### config.mk
export PLATFORM = sky130hd
export DESIGN_NAME = plie_outreg_flat
export DESIGN_NICKNAME = d
export VERILOG_FILES = /design/src/rtl/core/plie_pkg.sv /design/src/rtl/core/plie_chan_if.sv /design/src/rtl/core/plie_outreg.sv /design/src/flat_wrapper.sv
export SDC_FILE = /design/constraint.sdc
export NUM_CORES = 1
export LEC_CHECK = 0
export BUFFER_PORTS_ARGS = -buffer_cell sky130_fd_sc_hd__buf_2
export CORE_ASPECT_RATIO = 1.75
export CORE_MARGIN = 4
export CORE_UTILIZATION = 45
export CTS_BUF_LIST = sky130_fd_sc_hd__clkbuf_8
export DETAILED_ROUTE_END_ITERATION = 12
export PLACE_DENSITY = 0.92
export SLEW_MARGIN = 20
export SYNTH_ARGS = -nofsm -noshare
export SYNTH_HDL_FRONTEND = slang
export SYNTH_SLANG_ARGS = --single-unit
### constraint.sdc
create_clock -name clk -period 1 [get_ports clk]
set_input_delay 0.15 -clock clk [delete_from_list [all_inputs] [get_ports clk]]
set_output_delay 0.15 -clock clk [all_outputs]
set_load 0.005 [all_outputs]
### src/rtl/core/plie_pkg.sv
// Shared types and constants of the positional list.
package plie_pkg;

	localparam int POS_W        = 8;
	localparam int DATA_W       = 32;
	localparam int COUNT_W      = 9;
	localparam int CAPACITY_DEF = 256;

	typedef enum logic [1:0] {
		OP_INSERT = 2'd0,
		OP_ERASE  = 2'd1,
		OP_READ   = 2'd2
	} op_t;

	typedef enum logic [2:0] {
		ST_IDLE,
		ST_SHIFT,
		ST_DRAIN,
		ST_PUT,
		ST_RDWAIT,
		ST_FINISH
	} state_t;

	typedef struct packed {
		logic                     ok;
		logic signed [DATA_W-1:0] read_value;
		logic [COUNT_W-1:0]       count_after;
	} res_t;

endpackage

### src/rtl/core/plie_chan_if.sv


interface plie_rsp_if;
	logic                               valid;
	logic                               ready;
	logic                               ok;
	logic signed [plie_pkg::DATA_W-1:0] read_value;
	logic [plie_pkg::COUNT_W-1:0]       count_after;

	modport source (output valid, output ok, output read_value, output count_after,
		input ready);
	modport sink (input valid, input ok, input read_value, input count_after,
		output ready);
endinterface

### src/rtl/core/plie_outreg.sv
// Response output register.
module plie_outreg (
	input  logic           clk,
	input  logic           arst_n,
	input  logic           load,
	input  plie_pkg::res_t res,
	output logic           out_free,
	plie_rsp_if.source     rsp
);

	logic           valid_q;
	plie_pkg::res_t data_q;

	assign out_free        = !valid_q || rsp.ready;
	assign rsp.valid       = valid_q;
	assign rsp.ok          = data_q.ok;
	assign rsp.read_value  = data_q.read_value;
	assign rsp.count_after = data_q.count_after;

	always_ff @(posedge clk or negedge arst_n) begin
		if (!arst_n) begin
			valid_q <= 1'b0;
		end else if (load) begin
			valid_q <= 1'b1;
		end else if (rsp.ready) begin
			valid_q <= 1'b0;
		end
	end

	always_ff @(posedge clk) begin
		if (load) begin
			data_q <= res;
		end
	end

endmodule

### src/flat_wrapper.sv
// flat-port wrapper written by rule: the top's interface ports become plain ports
module plie_outreg_flat 
  (clk, arst_n, load, res, out_free, rsp_valid, rsp_ok, rsp_read_value, rsp_count_after, rsp_ready);
  plie_rsp_if rsp_i ();
  input  logic clk;
  input  logic arst_n;
  input  logic load;
  input  plie_pkg::res_t res;
  output logic out_free;
  output wire logic [$bits(rsp_i.valid)-1:0] rsp_valid;
  output wire logic [$bits(rsp_i.ok)-1:0] rsp_ok;
  output wire logic [$bits(rsp_i.read_value)-1:0] rsp_read_value;
  output wire logic [$bits(rsp_i.count_after)-1:0] rsp_count_after;
  input wire logic [$bits(rsp_i.ready)-1:0] rsp_ready;
  assign rsp_valid = rsp_i.valid;
  assign rsp_ok = rsp_i.ok;
  assign rsp_read_value = rsp_i.read_value;
  assign rsp_count_after = rsp_i.count_after;
  assign rsp_i.ready = rsp_ready;
  plie_outreg u_core (.clk(clk), .arst_n(arst_n), .load(load), .res(res), .out_free(out_free), .rsp(rsp_i));
endmodule
==> flow_summary.json <==
{
  "status": "finished, violations left",
  "violations": "setup timing",
  "rsz0062_at_grt": "true",
  "final.min_clock_period_ps": 1030,
  "ir_drop_mv": 1.26,
  "drt_wl_total_um": 3030,
  "cts_sinks": 43,
  "grt_pass1_vias": 872,
  "rows": 25,
  "syn_avg_cell_area_um2": 29.1,
  "wire_per_inst_um": 17.4,
  "timing.rr.end": "u_core.rsp.valid",
  "finalSetupViolations": 1,
  "final_area_um2": 1930,
  "core_region_area_um2": 2750,
  "comb_power_share": 0.092,
  "drtIter0Drc": 13,
  "path_class": "register to primary output",
  "switching_share": 0.195,
  "cts_root_buffer": "clkbuf_8",
  "cp.arrival_ps": 880,
  "cp_cell_sequence": "nand2b_4, buf_6",
  "critPathMaxFanout": 2,
  "drc": 0,
  "initial_core_util": 0.475,
  "yosysSeqAreaShare": 0.983,
  "grt-ovfl-total": 0,
  "hold_violations": 0,
  "cts_buffer_depth": 2,
  "cts_max_level": 2,
  "place_inst": 163,
  "antenna_left": 0,
  "hold_depth": 1,
  "period_share": 1.03,
  "slowest_delay_ps": 420,
  "p_sw_uw": 674,
  "critPathTopFamily": "flip-flops",
  "die_area_um2": 3870,
  "n_fill_cell": 187,
  "p_per_area_nw_per_um2": 1790,
  "grt_max_degree": 32,
  "gp_congestion": 0.682,
  "dieWidth_um": 48.8,
  "worst_path_max_delay_cell": "dfrtp_1",
  "path_clk_slew_ps": 70,
  "yosysWarnings": 0,
  "hold_end": "u_core.rsp.read_value[8]",
  "leakage_nw": 0.857,
  "syn_inst": 45,
  "r2r_cells": 4,
  "hold_path.class": "input port to register",
  "final_layout_size_suffix_gt1_frac": 0.680,
  "area_delta_synth_final_pct": 47.2,
  "yosysUniqueCellTypes": 4,
  "finalWorstSetupSlack_ps": -27.7,
  "groute.usage.overall": 0.157,
  "io_buffers": 89,
  "p_int_mw": 2.77,
  "worstMarginPinSlew_ps": 158,
  "layout_common_cells": "88 x buf_2, 42 x edfxtp_1, 5 x clkbuf_8",
  "p_seq_frac": 0.628,
  "relSlewSlack": 0.895,
  "cp-end-kind": "primary output",
  "critPathBufInv": 1,
  "clk-insertion-delay-late_ps": 280,
  "ys_ff_latch": 43,
  "dpl_cell_area_um2": 1820,
  "io-pin-count": 90,
  "max_clock_freq_mhz": 973,
  "instances_no_fill": 174,
  "numCtsBuffers": 5,
  "die_y_um": 79.3,
  "syn-num-nets": 91,
  "maxCapViolCount": 0,
  "final_nets": 192,
  "clock_skew_ps": 0,
  "hold_path.startpoint": "res[17]",
  "vias": 821,
  "p_clk_frac": 0.279,
  "startpoint_type": "register",
  "rrSetupSlack_ps": 140,
  "antenna_cells": 0,
  "antenna_found_initial": 0,
  "vias_per_cell": 4.72,
  "final_common_cell": "buf_2",
  "grt_pass1_wl_um": 4310,
  "drtPass1Iterations": 2,
  "synth_area_um2": 1310,
  "r2r_start": "u_core.rsp.valid",
  "required_ps": 850,
  "cts_tree": "yes",
  "report.final.slew_viol_count": 0
}
final cells by class:
| type | instances | area, µm² | share of cell area |
|---|---|---|---|
| sequential | 43 | 1290 | 0.668 |
| timing repair buffer | 94 | 504 | 0.262 |
| clock buffer | 5 | 68.8 | 0.0357 |
| tap | 27 | 33.8 | 0.0175 |
| multi-input combinational | 2 | 22.5 | 0.0117 |
| clock inverter | 3 | 11.3 | 0.00584 |
flip-flops by register name, summed over array words and instances, names as in the netlist:
signal and count:
u_core.rsp.read_value 32, u_core.rsp.count_after 9, u_core.rsp.valid 1, u_core.rsp.ok 1
Yosys cell counts, drive strengths merged:
library cell,number,area share
edfxtp,42,0.96
dfrtp,1,0.019
nand2b,2,0.017
power by group through the flow:
stage / Combinational (mW) / Clock [mW] / Sequential, mW
6_report: 0.318 / 0.964 / 2.17
5_1_grt: 0.346 / 1.07 / 2.18
4_1_cts: 0.319 / 0.994 / 2.17
3_5_place_dp: 0.308 / 0 / 2.21
3_3_place_gp: 0.291 / 0 / 2.20
2_1_floorplan: 0.00827 / 0 / 2.23
logic make-up after synthesis:
kind of cell     count (synthesis)  synth area share
flip-flops                      43             0.983
AND/OR/NAND/NOR                  2            0.0172
worst register-to-register path: stages, from the launching register on:
cell	delay, ps
dfrtp_1	420
nand2b_4	90
buf_4	100
buf_4	90
nand2b_2	50
how the worst max path moves through the flow:
| stage | depth (start not counted) | endpoint | start | slack, ps |
|---|---|---|---|---|
| after CTS | 2 | out_free | u_core.rsp.valid | -40 |
| after floorplan | 2 | u_core.rsp.valid | u_core.rsp.valid | 350 |
| after global placement | 2 | u_core.rsp.read_value[2] | load | 230 |
| final | 2 | out_free | u_core.rsp.valid | -30 |
| after detailed placement | 2 | u_core.rsp.read_value[19] | load | 210 |
| after global routing | 2 | out_free | u_core.rsp.valid | -60 |
timing repair:
| item | 4_1_cts | 5_1_grt |
|---|---|---|
| endpoints found under the setup margin | 2 | 2 |
| hold buffers | 1 | 0 |
| gates resized for setup | 1 | 0 |
| pin swaps | 0 | 0 |
| endpoints found under the hold margin | 1 | 0 |
| setup buffers | 1 | 1 |
per-stage QoR:
stage	power [mW]	util	hold slack, ps	setup TNS (ps)	setup WS (ps)
floorplan	2.24	-	-146	0	353
global placement	2.49	0.660	-73.8	0	233
global route	3.60	0.700	23.5	-95.9	-64.1
detailed placement	2.52	0.660	-70.8	0	211
finish	3.45	0.700	38.5	-27.7	-27.7
CTS	3.48	0.697	27.4	-40.7	-37.3
metal layers:
| layer | share of wire | up-vias | GRT usage |
|---|---|---|---|
| met5 | 0 | - | 0 |
| met4 | 0.025 | 0 | 0.0647 |
| met3 | 0.10 | 9 | 0.0769 |
| met2 | 0.60 | 53 | 0.310 |
| met1 | 0.27 | 380 | 0.120 |
| li1 | - | 379 | - |
No activity file was read; power rests on OpenSTA's default activity.
