**config.mk**
```make
export PLATFORM = sky130hd
export DESIGN_NAME = plie_ctrl_flat
export DESIGN_NICKNAME = d
export VERILOG_FILES = /design/src/rtl/core/plie_pkg.sv /design/src/rtl/core/plie_chan_if.sv /design/src/rtl/core/plie_ctrl.sv /design/src/flat_wrapper.sv
export SDC_FILE = /design/constraint.sdc
export NUM_CORES = 1
export LEC_CHECK = 0
export BUFFER_PORTS_ARGS = -buffer_cell sky130_fd_sc_hd__buf_2
export CORE_MARGIN = 1
export CORE_UTILIZATION = 49
export DETAILED_ROUTE_END_ITERATION = 10
export GPL_TIMING_DRIVEN = 0
export PLACE_DENSITY = 0.78
export SLEW_MARGIN = 0
export SYNTH_ARGS = -nofsm -noshare
export SYNTH_HDL_FRONTEND = slang
export SYNTH_SLANG_ARGS = --single-unit
```
**constraint.sdc**
```tcl
create_clock -name clk -period 2.5 [get_ports clk]
set_input_delay 0.125 -clock clk [delete_from_list [all_inputs] [get_ports clk]]
set_output_delay 0.125 -clock clk [all_outputs]
set_load 0.05 [all_outputs]
```
**src/rtl/core/plie_pkg.sv**
```systemverilog
// Shared types and constants of the positional list.
package plie_pkg;

	localparam int POS_W        = 8;
	localparam int DATA_W       = 32;
	localparam int COUNT_W      = 9;
	localparam int CAPACITY_DEF = 256;

	typedef enum logic [1:0] {
		OP_INSERT = 2'd0,
		OP_ERASE  = 2'd1,
		OP_READ   = 2'd2
	} op_t;

	typedef enum logic [2:0] {
		ST_IDLE,
		ST_SHIFT,
		ST_DRAIN,
		ST_PUT,
		ST_RDWAIT,
		ST_FINISH
	} state_t;

	typedef struct packed {
		logic                     ok;
		logic signed [DATA_W-1:0] read_value;
		logic [COUNT_W-1:0]       count_after;
	} res_t;

endpackage

```
**src/rtl/core/plie_chan_if.sv**
```systemverilog
// Request and response channel interfaces.
interface plie_req_if;
	logic                               valid;
	logic                               ready;
	logic [1:0]                         operation;
	logic [plie_pkg::POS_W-1:0]         position;
	logic signed [plie_pkg::DATA_W-1:0] value;

	modport source (output valid, output operation, output position, output value,
		input ready);
	modport sink (input valid, input operation, input position, input value,
		output ready);
endinterface


```
**src/rtl/core/plie_ctrl.sv**
```systemverilog
// Request decode, range checks and the read-modify-write shift sequencer.
module plie_ctrl #(
	parameter int CAPACITY = plie_pkg::CAPACITY_DEF
) (
	input  logic                        clk,
	input  logic                        arst_n,
	plie_req_if.sink                    req,
	output logic                        ram_wr_en,
	output logic [$clog2(CAPACITY)-1:0] ram_wr_addr,
	output logic [plie_pkg::DATA_W-1:0] ram_wr_data,
	output logic                        ram_rd_en,
	output logic [$clog2(CAPACITY)-1:0] ram_rd_addr,
	input  logic [plie_pkg::DATA_W-1:0] ram_rd_data,
	input  logic                        out_free,
	output logic                        res_load,
	output plie_pkg::res_t              res
);

	localparam int AW    = $clog2(CAPACITY);
	localparam int CNT_W = $clog2(CAPACITY + 1);
	localparam int CMP_W = (CNT_W > plie_pkg::POS_W) ? CNT_W : plie_pkg::POS_W;
	localparam int EXT_W = (CNT_W > plie_pkg::COUNT_W) ? CNT_W : plie_pkg::COUNT_W;

	plie_pkg::state_t state_q, state_d;

	logic [CNT_W-1:0]            count_q;
	logic [AW-1:0]               rd_addr_q;
	logic [AW-1:0]               stop_q;
	logic [AW-1:0]               put_addr_q;
	logic [plie_pkg::DATA_W-1:0] put_val_q;
	logic                        ins_q;
	logic                        wr_pend_s1;
	logic [AW-1:0]               wr_addr_s1;
	plie_pkg::res_t              res_q;

	logic [CMP_W-1:0] pos_c;
	logic [CMP_W-1:0] cnt_c;
	logic [AW-1:0]    pos_a;
	logic             full;
	logic             accept;
	logic             ins_ok, ers_ok, rd_ok;
	logic [CNT_W-1:0] count_new;
	logic [EXT_W-1:0] count_ext;
	logic             last_rd;

	assign pos_c     = CMP_W'(req.position);
	assign cnt_c     = CMP_W'(count_q);
	assign pos_a     = pos_c[AW-1:0];
	assign full      = (count_q == CNT_W'(CAPACITY));
	assign accept    = req.valid && req.ready;
	assign ins_ok    = (req.operation == plie_pkg::OP_INSERT) && !full && (pos_c <= cnt_c);
	assign ers_ok    = (req.operation == plie_pkg::OP_ERASE) && (pos_c < cnt_c);
	assign rd_ok     = (req.operation == plie_pkg::OP_READ) && (pos_c < cnt_c);
	assign count_new = ins_ok ? count_q + CNT_W'(1) : (ers_ok ? count_q - CNT_W'(1) : count_q);
	assign count_ext = EXT_W'(count_new);
	assign last_rd   = (rd_addr_q == stop_q);

	assign req.ready = (state_q == plie_pkg::ST_IDLE);
	assign res       = res_q;

	always_ff @(posedge clk or negedge arst_n) begin
		if (!arst_n) begin
			state_q <= plie_pkg::ST_IDLE;
		end else begin
			state_q <= state_d;
		end
	end

	always_comb begin
		state_d     = state_q;
		ram_wr_en   = 1'b0;
		ram_wr_addr = wr_addr_s1;
		ram_wr_data = ram_rd_data;
		ram_rd_en   = 1'b0;
		ram_rd_addr = rd_addr_q;
		res_load    = 1'b0;
		case (state_q)
			plie_pkg::ST_IDLE: begin
				if (accept) begin
					state_d = plie_pkg::ST_FINISH;
					if (ins_ok) begin
						if (pos_c == cnt_c) begin
							// append: nothing to move
							ram_wr_en   = 1'b1;
							ram_wr_addr = pos_a;
							ram_wr_data = req.value;
						end else begin
							state_d = plie_pkg::ST_SHIFT;
						end
					end else if (ers_ok) begin
						if (pos_c != cnt_c - CMP_W'(1)) begin
							state_d = plie_pkg::ST_SHIFT;
						end
					end else if (rd_ok) begin
						ram_rd_en   = 1'b1;
						ram_rd_addr = pos_a;
						state_d     = plie_pkg::ST_RDWAIT;
					end
				end
			end
			plie_pkg::ST_SHIFT: begin
				ram_rd_en = 1'b1;
				ram_wr_en = wr_pend_s1;
				if (last_rd) begin
					state_d = plie_pkg::ST_DRAIN;
				end
			end
			plie_pkg::ST_DRAIN: begin
				ram_wr_en = wr_pend_s1;
				state_d   = ins_q ? plie_pkg::ST_PUT : plie_pkg::ST_FINISH;
			end
			plie_pkg::ST_PUT: begin
				ram_wr_en   = 1'b1;
				ram_wr_addr = put_addr_q;
				ram_wr_data = put_val_q;
				state_d     = plie_pkg::ST_FINISH;
			end
			plie_pkg::ST_RDWAIT: begin
				state_d = plie_pkg::ST_FINISH;
			end
			plie_pkg::ST_FINISH: begin
				if (out_free) begin
					res_load = 1'b1;
					state_d  = plie_pkg::ST_IDLE;
				end
			end
			default: begin
				state_d = plie_pkg::ST_IDLE;
			end
		endcase
	end

	always_ff @(posedge clk or negedge arst_n) begin
		if (!arst_n) begin
			count_q    <= '0;
			wr_pend_s1 <= 1'b0;
		end else begin
			if (accept) begin
				count_q <= count_new;
			end
			wr_pend_s1 <= (state_q == plie_pkg::ST_SHIFT);
		end
	end

	// Insert walks down from the old tail, erase walks up to it; each read
	// is written back one place over in the following cycle.
	always_ff @(posedge clk) begin
		if (state_q == plie_pkg::ST_IDLE && accept) begin
			ins_q      <= ins_ok;
			put_addr_q <= pos_a;
			put_val_q  <= req.value;
			if (ins_ok) begin
				rd_addr_q <= AW'(count_q - CNT_W'(1));
				stop_q    <= pos_a;
			end else begin
				rd_addr_q <= pos_a + AW'(1);
				stop_q    <= AW'(count_q - CNT_W'(1));
			end
			res_q.ok          <= ins_ok || ers_ok || rd_ok;
			res_q.read_value  <= '0;
			res_q.count_after <= count_ext[plie_pkg::COUNT_W-1:0];
		end
		if (state_q == plie_pkg::ST_SHIFT) begin
			wr_addr_s1 <= ins_q ? rd_addr_q + AW'(1) : rd_addr_q - AW'(1);
			if (!last_rd) begin
				rd_addr_q <= ins_q ? rd_addr_q - AW'(1) : rd_addr_q + AW'(1);
			end
		end
		if (state_q == plie_pkg::ST_RDWAIT) begin
			res_q.read_value <= ram_rd_data;
		end
	end

endmodule

```
**src/flat_wrapper.sv**
```systemverilog
// flat-port wrapper written by rule: the top's interface ports become plain ports
module plie_ctrl_flat 
#(
	parameter int CAPACITY = plie_pkg::CAPACITY_DEF
)
  (clk, arst_n, ram_wr_en, ram_wr_addr, ram_wr_data, ram_rd_en, ram_rd_addr, ram_rd_data, out_free, res_load, res, req_valid, req_operation, req_position, req_value, req_ready);
  plie_req_if req_i ();
  input  logic clk;
  input  logic arst_n;
  output logic ram_wr_en;
  output logic [$clog2(CAPACITY)-1:0] ram_wr_addr;
  output logic [plie_pkg::DATA_W-1:0] ram_wr_data;
  output logic ram_rd_en;
  output logic [$clog2(CAPACITY)-1:0] ram_rd_addr;
  input  logic [plie_pkg::DATA_W-1:0] ram_rd_data;
  input  logic out_free;
  output logic res_load;
  output plie_pkg::res_t res;
  input wire logic [$bits(req_i.valid)-1:0] req_valid;
  input wire logic [$bits(req_i.operation)-1:0] req_operation;
  input wire logic [$bits(req_i.position)-1:0] req_position;
  input wire logic [$bits(req_i.value)-1:0] req_value;
  output wire logic [$bits(req_i.ready)-1:0] req_ready;
  assign req_i.valid = req_valid;
  assign req_i.operation = req_operation;
  assign req_i.position = req_position;
  assign req_i.value = req_value;
  assign req_ready = req_i.ready;
  plie_ctrl #(.CAPACITY(CAPACITY)) u_core (.clk(clk), .arst_n(arst_n), .req(req_i), .ram_wr_en(ram_wr_en), .ram_wr_addr(ram_wr_addr), .ram_wr_data(ram_wr_data), .ram_rd_en(ram_rd_en), .ram_rd_addr(ram_rd_addr), .ram_rd_data(ram_rd_data), .out_free(out_free), .res_load(res_load), .res(res));
endmodule
```
==> metrics.cfg, run 1 <==
[critical_path]
endpoint_kind = output port
crit_path_max_fanout = 5
cp.required_ns = 2.38
slowest_delay_ns = 0.64
cp-start-kind = flip-flop
crit_chain = inv_4 > ha_4 > a21oi_2 > a2bb2oi_2 > inv_1 > or4b_4 > nor2_8 > mux2_4 > buf_8
worst-endpoint-arrival_ns = 3.01
setup.worst_path.class = flip-flop to output port
slowest_stage = or4b_4

[routing]
antenna_left = 0
detail_route.wl_per_cell_um = 22.0
routed_wl_mm = 22.8
drc = 0
routed_via_density = 6.06
vias = 6255
first_pass_iters = 6
drt_iter0_markers = 682

[power_and_ir_drop]
p_total_uw = 11700
p_leak_uw = 0.00425
powerDensity_mw_per_mm2 = 1170
ir_drop_mv = 0.503

[sta]
worstMarginPinSlew_ns = 0.660
period_needed_ns = 3.14
timing.final.ws_setup_ns = -0.638
maxSlewHeadroom = 0.556
setup_violations = 73
final_max_slew_viol_count = 0
finalCritPeriodShare = 1.26
clock_skew_ns = 0.00739
whs_ns = 0.0174
fmax_mhz = 319
rsz0062_at_grt = yes
hold_violations = 0

[finish]
finalNonFillerCells = 1033
syn_to_final_growth_pct = 49.4
drive_above_1_share = 0.418
fill_cells = 778
nets = 935
antenna_cells = 0

[yosys]
synthCells = 575
async_flop_share = 0.108
ys.warnings.count = 0
synth_cell_types = 79
syn_nets = 666
synthFlopType = edfxtp_1
synth_area_mm2 = 0.00671
synth-edff-count = 99
yosysSeqAreaShare = 0.515
ys_seq_elements = 120
synth.avg_cell_area_um2 = 11.7

[global_routing]
use_met2 = 0.544
grt_util_all_layers = 0.307
grt_first_pass_wirelength_mm = 33.3
met1_usage = 0.357
grt_antenna_before_repair = 1
use_met3 = 0.0556
grt_max_degree = 70
grt_pass1_vias = 6201
grt_overflow = 0
grt_busiest_layer = met2

[clock_tree]
clockRootBuffer = clkbuf_16
cts_buffer_depth = 2
cts_buffers = 17
cts_htree_levels = 4
cts_sinks = 120
cts_tree = yes
clk_latency_ns = 0.41
cts.clk_slew.worst_paths_ns = 0.06

[die]
initial_utilization = 0.505
die_w_um = 119
dieArea_mm2 = 0.0142
fp-row-count = 42
pin_count = 172
core_area_mm2 = 0.0133
fp.dieH_um = 119

[status]
violations = negative setup slack
status = finished, violations left

[run]
maxCapViolations = 0

[placed_design]
post-dp-hpwl_mm = 13.5
place.gp.congestion = 0.912
dpl.cell_count = 922
dp_slack_ns = -0.517
place.port_buffers = 171

[worst_hold_path]
hp-class = input port to flip-flop

critical path: cells and delay by family, from the launching register on:
family / cells / cell delay (ns)
AOI/OAI and AO/OA: 2 / 0.36
DFF: 1 / 0.45
muxes: 1 / 0.37
and+or+nand+nor: 2 / 0.90
buffers and inverters: 3 / 0.31
adders and majority gates: 1 / 0.21
path summary, 6_finish.rpt:
check,start,end,slack [ns],cells past startpoint
worst max register to register,u_core.cnt_c[6]$_DFFE_PN0P_,u_core.res[1]$_DFFE_PP_,-0.25,13
worst min-delay path,ram_rd_data[9],u_core.res[18]$_DFFE_PP_,0.02,2
worst max-delay path,u_core.cnt_c[6]$_DFFE_PN0P_,ram_rd_addr[7],-0.64,9
worst min register to register,u_core.state_q[2]$_DFFE_PN0P_,u_core.state_q[1]$_DFFE_PN0P_,0.62,1
min in group asynchronous,arst_n,u_core.cnt_c[0]$_DFFE_PN0P_,0.16,2
max in group asynchronous,arst_n,u_core.cnt_c[6]$_DFFE_PN0P_,2.04,2
repair_timing:
action                     4_1_cts  5_1_grt
gates resized for setup        154       81
hold endpoints to repair        53        0
pin swaps                       59       28
buffers inserted                17       12
gates cloned                     7        5
hold buffers                    41        0
setup endpoints to repair      111       79
layout make-up:
| type | count | area [um2] | area share |
|---|---|---|---|
| Sequential cell | 120 | 3460 | 0.345 |
| Clock inverter | 12 | 129 | 0.0128 |
| Tap cell | 176 | 220 | 0.0220 |
| Clock buffer | 20 | 437 | 0.0435 |
| Multi-Input combinational cell | 390 | 3290 | 0.328 |
| Inverter | 21 | 100 | 0.00998 |
| Timing Repair inverter | 1 | 6.26 | 0.000624 |
| Buffer | 44 | 404 | 0.0403 |
| Timing Repair Buffer | 249 | 1980 | 0.198 |
cells in the final DEF, fill, tap and decap left out, types with 5 or more instances in the layout:
master and count:
a21o_1 42, a21oi_1 16, a22o_1 41, and2_1 34
and3_1 11, buf_2 123, buf_4 27, buf_6 58
buf_8 15, clkbuf_1 20, clkbuf_16 20, clkbuf_8 5
clkinvlp_4 5, dfrtp_1 9, dfxtp_1 8, dlygate4sd3_1 41
edfxtp_1 99, ha_1 7, ha_4 5, inv_1 11
inv_4 5, mux2_4 7, mux2i_1 7, nand2_1 15
nand3_1 10, nor2_1 16, nor2_2 8, nor2_4 6
nor3_1 13, nor4_1 6, xnor2_1 38, xor2_1 7
flip-flops by register name, indices dropped and copies added, names as in the netlist, 3 cells and up:
signal,count
u_core.res,42
u_core.put_val_q,32
u_core.cnt_c,9
u_core.put_addr_q,8
u_core.rd_addr_q,8
u_core.stop_q,8
u_core.wr_addr_s1,8
u_core.state_q,3
metal layers:
metal	vias up	routed length (um)
met3	76	1800
met1	3033	8420
met4	2	830
met2	443	11700
li1	2701	-
met5	-	13
logic make-up (layout without fill, tap and decap cells):
| family | after synthesis | count (layout) | share of synthesized area |
|---|---|---|---|
| and+or+nand+nor | 152 | 154 | 0.134 |
| DFF | 120 | 120 | 0.515 |
| AOI/OAI and AO/OA | 156 | 156 | 0.181 |
| buffers and inverters | 67 | 347 | 0.0520 |
| xor gates and xnor gates | 48 | 48 | 0.0637 |
| muxes | 18 | 18 | 0.0285 |
| adders and majority gates | 14 | 14 | 0.0257 |
power by group:
group          switching, uW  leakage (uW)  total, uW  internal, uW
registers                286       0.00114       3230          2940
logic                   4010       0.00286       6150          2140
clock network            893      0.000261       2350          1460
per-stage QoR:
step                area [um2]  utilization  TNS, ns
CTS                       9600        0.722   -14.78
global route             10000        0.754   -28.69
floorplan                 6830            -  -0.0559
global placement          7910        0.595   -20.83
detailed placement        7910        0.595   -26.03
finish                   10000        0.754   -23.16
Yosys cell counts (9+ instances only):
cell type   n  area, um2
a21o_1     42        315
a21oi_1    21        105
a22o_1     41        359
and2_1     37        231
and3_1     11       68.8
buf_2      10       50.1
clkbuf_1   24       90.1
dfrtp_1    13        325
edfxtp_1   99       2970
ha_1       13        163
inv_1      18       67.6
mux2i_1     9       90.1
nand2_1    16       60.1
nand3_1    10       50.1
nor2_1     28        105
nor3_1     14       70.1
xnor2_1    40        350
Note: power is estimated with default switching activity, not from simulation.
==> inputs of run 2 (changes only) <==
--- a/config.mk
+++ b/config.mk
@@ -10,6 +10,7 @@
 export CORE_UTILIZATION = 49
 export DETAILED_ROUTE_END_ITERATION = 10
 export GPL_TIMING_DRIVEN = 0
+export MAX_ROUTING_LAYER = met4
 export PLACE_DENSITY = 0.78
 export SLEW_MARGIN = 0
 export SYNTH_ARGS = -nofsm -noshare
==> run 2 against run 1 <==
Effect of this change:
- the run still ends with negative setup slack left
- clock skew up 0.0037 ns
- critical path depth up 1
- worst hold slack worse by 0.0091 ns
- critical path type unchanged
- highest routed layer is now met4
==> metrics.cfg, run 2 (same netlist as run 1, synthesis figures left out) <==
[sta]
rsz0062_at_grt = yes
hold_violations = 0
worstMarginPinSlew_ns = 0.683
setup_violations = 50
clock_skew_ns = 0.0111
final_max_slew_viol_count = 0
setup_tns_ns = -18.13
maxSlewHeadroom = 0.541
period_needed_ns = 3.07
timing.final.ws_setup_ns = -0.574
fmax_mhz = 325
finalCritPeriodShare = 1.23

[finish]
fin_util = 0.750
nets = 948
final_common_cell = buf_2
layout_common_cells = buf_2, edfxtp_1, buf_6
drive_above_1_share = 0.390
largest_register_ffs = 42
syn_to_final_growth_pct = 48.6

[critical_path]
rr_endpoint = u_core.res[1]$_DFFE_PP_
worst-endpoint-arrival_ns = 2.95
endpoint_kind = output port
rr_worst_depth = 10
cp.required_ns = 2.38
crit_path_max_fanout = 8
rr_startpoint = u_core.cnt_c[0]$_DFFE_PN0P_
cp-start-kind = flip-flop
setup.worst_path.class = flip-flop to output port
r2r_slack_ns = 0

[placed_design]
place.gp.congestion = 0.924
post-dp-hpwl_mm = 13.4
dp_slack_ns = -0.562
place.port_buffers = 171

[routing]
detail_route.wl_per_cell_um = 21.3
antenna_left = 0
drc = 0
vias = 6209
drt_iter0_markers = 722
routed_wl_mm = 22.4
routed_via_density = 5.92
first_pass_iters = 5

[power_and_ir_drop]
ir_drop_mv = 0.578
powerDensity_mw_per_mm2 = 1170
p_leak_uw = 0.00426

[clock_tree]
clockRootBuffer = clkbuf_16
cts.clk_slew.worst_paths_ns = 0.06
cts_buffers = 17
cts_buffer_depth = 2
cts_htree_levels = 4
cts_tree = yes
clk_latency_ns = 0.42
cts_sinks = 120

[global_routing]
grt_max_degree = 69
grt_antenna_before_repair = 2
grt_first_pass_wirelength_mm = 30.5
grt_pass1_vias = 5678
grt_overflow = 0
grt_util_all_layers = 0.291

[die]
dieArea_mm2 = 0.0142
initial_utilization = 0.505
fp-row-count = 42
pin_count = 172
core_area_mm2 = 0.0133
die_w_um = 119
fp.dieH_um = 119

[worst_hold_path]
whs_path_depth = 2
whs_endpoint = u_core.res[23]$_DFFE_PP_
holdCritStartpoint = ram_rd_data[14]
hp-class = input port to flip-flop

[status]
status = finished, violations left
violations = negative setup slack

[run]
maxCapViolations = 0

[run 2: cell types whose count changed in the layout (fill, tap and decap cells not counted), moves of 3 or more]
cell	change
nor2_2	-5
clkinvlp_4	-3
a22oi_1	+3
nor2_4	-4
a22oi_2	-3
clkbuf_1	-3
buf_6	+10
dlygate4sd3_1	+7
clkinv_2	+3
buf_8	-7
nor2_1	+8
inv_2	+3
[run 2: cell type report]
| class | count | area (um2) |
|---|---|---|
| diodes | 2 | 5.00 |
| clock buffers | 20 | 457 |
| multi-input cells | 389 | 3120 |
| fillers | 766 | 3320 |
| well taps | 176 | 220 |
| flip-flops and latches | 120 | 3460 |
| repair buffers | 263 | 2120 |
| inverters | 21 | 86.3 |
| plain buffers | 45 | 375 |
| clock inverters | 12 | 125 |
[run 2: what timing repair did]
| action | 4_1_cts | 5_1_grt |
|---|---|---|
| cloned | 0 | 8 |
| endpoints found under the setup margin | 110 | 118 |
| hold buffers | 47 | 1 |
| hold endpoints to repair | 59 | 1 |
| resized for setup | 47 | 179 |
| pin swaps | 6 | 55 |
| buffers inserted | 10 | 27 |
[run 2: routing by layer]
metal,GRT usage,share of wire
met2,0.472,0.50
met5,-,0
met3,0.0666,0.080
met4,0.119,0.032
met1,0.351,0.39
[run 2: worst max path at each step]
stage | start | slack [ns] | cells after the start | endpoint
2_1_floorplan | u_core.cnt_c[3]$_DFFE_PN0P_ | -0.06 | 9 | ram_rd_addr[0]
3_3_place_gp | u_core.cnt_c[5]$_DFFE_PN0P_ | -0.46 | 11 | ram_wr_addr[0]
3_5_place_dp | u_core.cnt_c[5]$_DFFE_PN0P_ | -0.56 | 11 | ram_wr_addr[0]
4_1_cts | u_core.cnt_c[3]$_DFFE_PN0P_ | -0.59 | 11 | ram_rd_addr[5]
5_1_grt | u_core.cnt_c[4]$_DFFE_PN0P_ | -0.63 | 10 | ram_rd_addr[5]
6_report | u_core.cnt_c[6]$_DFFE_PN0P_ | -0.57 | 10 | ram_rd_addr[5]
[run 2: metrics by stage]
stage          std cells  hold slack (ns)  total power, uW  area, um2
6_report            1048          0.00831            11700       9970
5_1_grt             1048          0.00217            12100       9970
4_1_cts             1010         0.000357            11000       9190
3_5_place_dp         922           0.0536             8370       7910
3_3_place_gp         922           0.0499             8280       7910
2_1_floorplan        575           -0.171             7180       6830
[run 2: worst max-delay path, stage by stage (launching register included)]
cell,delay [ns]
dfrtp_2,0.43
inv_2,0.10
ha_4,0.23
a21oi_4,0.17
a2bb2oi_4,0.19
inv_2,0.04
or4b_4,0.58
nor2_8,0.15
buf_12,0.16
mux2_4,0.32
buf_8,0.15
[run 2: power by group]
part / switching (uW) / internal [uW] / total (uW) / leakage, uW
Sequential: 293 / 2940 / 3240 / 0.00114
Clock: 906 / 1510 / 2420 / 0.000284
Combinational: 3950 / 2090 / 6040 / 0.00284
Total: 5150 / 6550 / 11700 / 0.00426
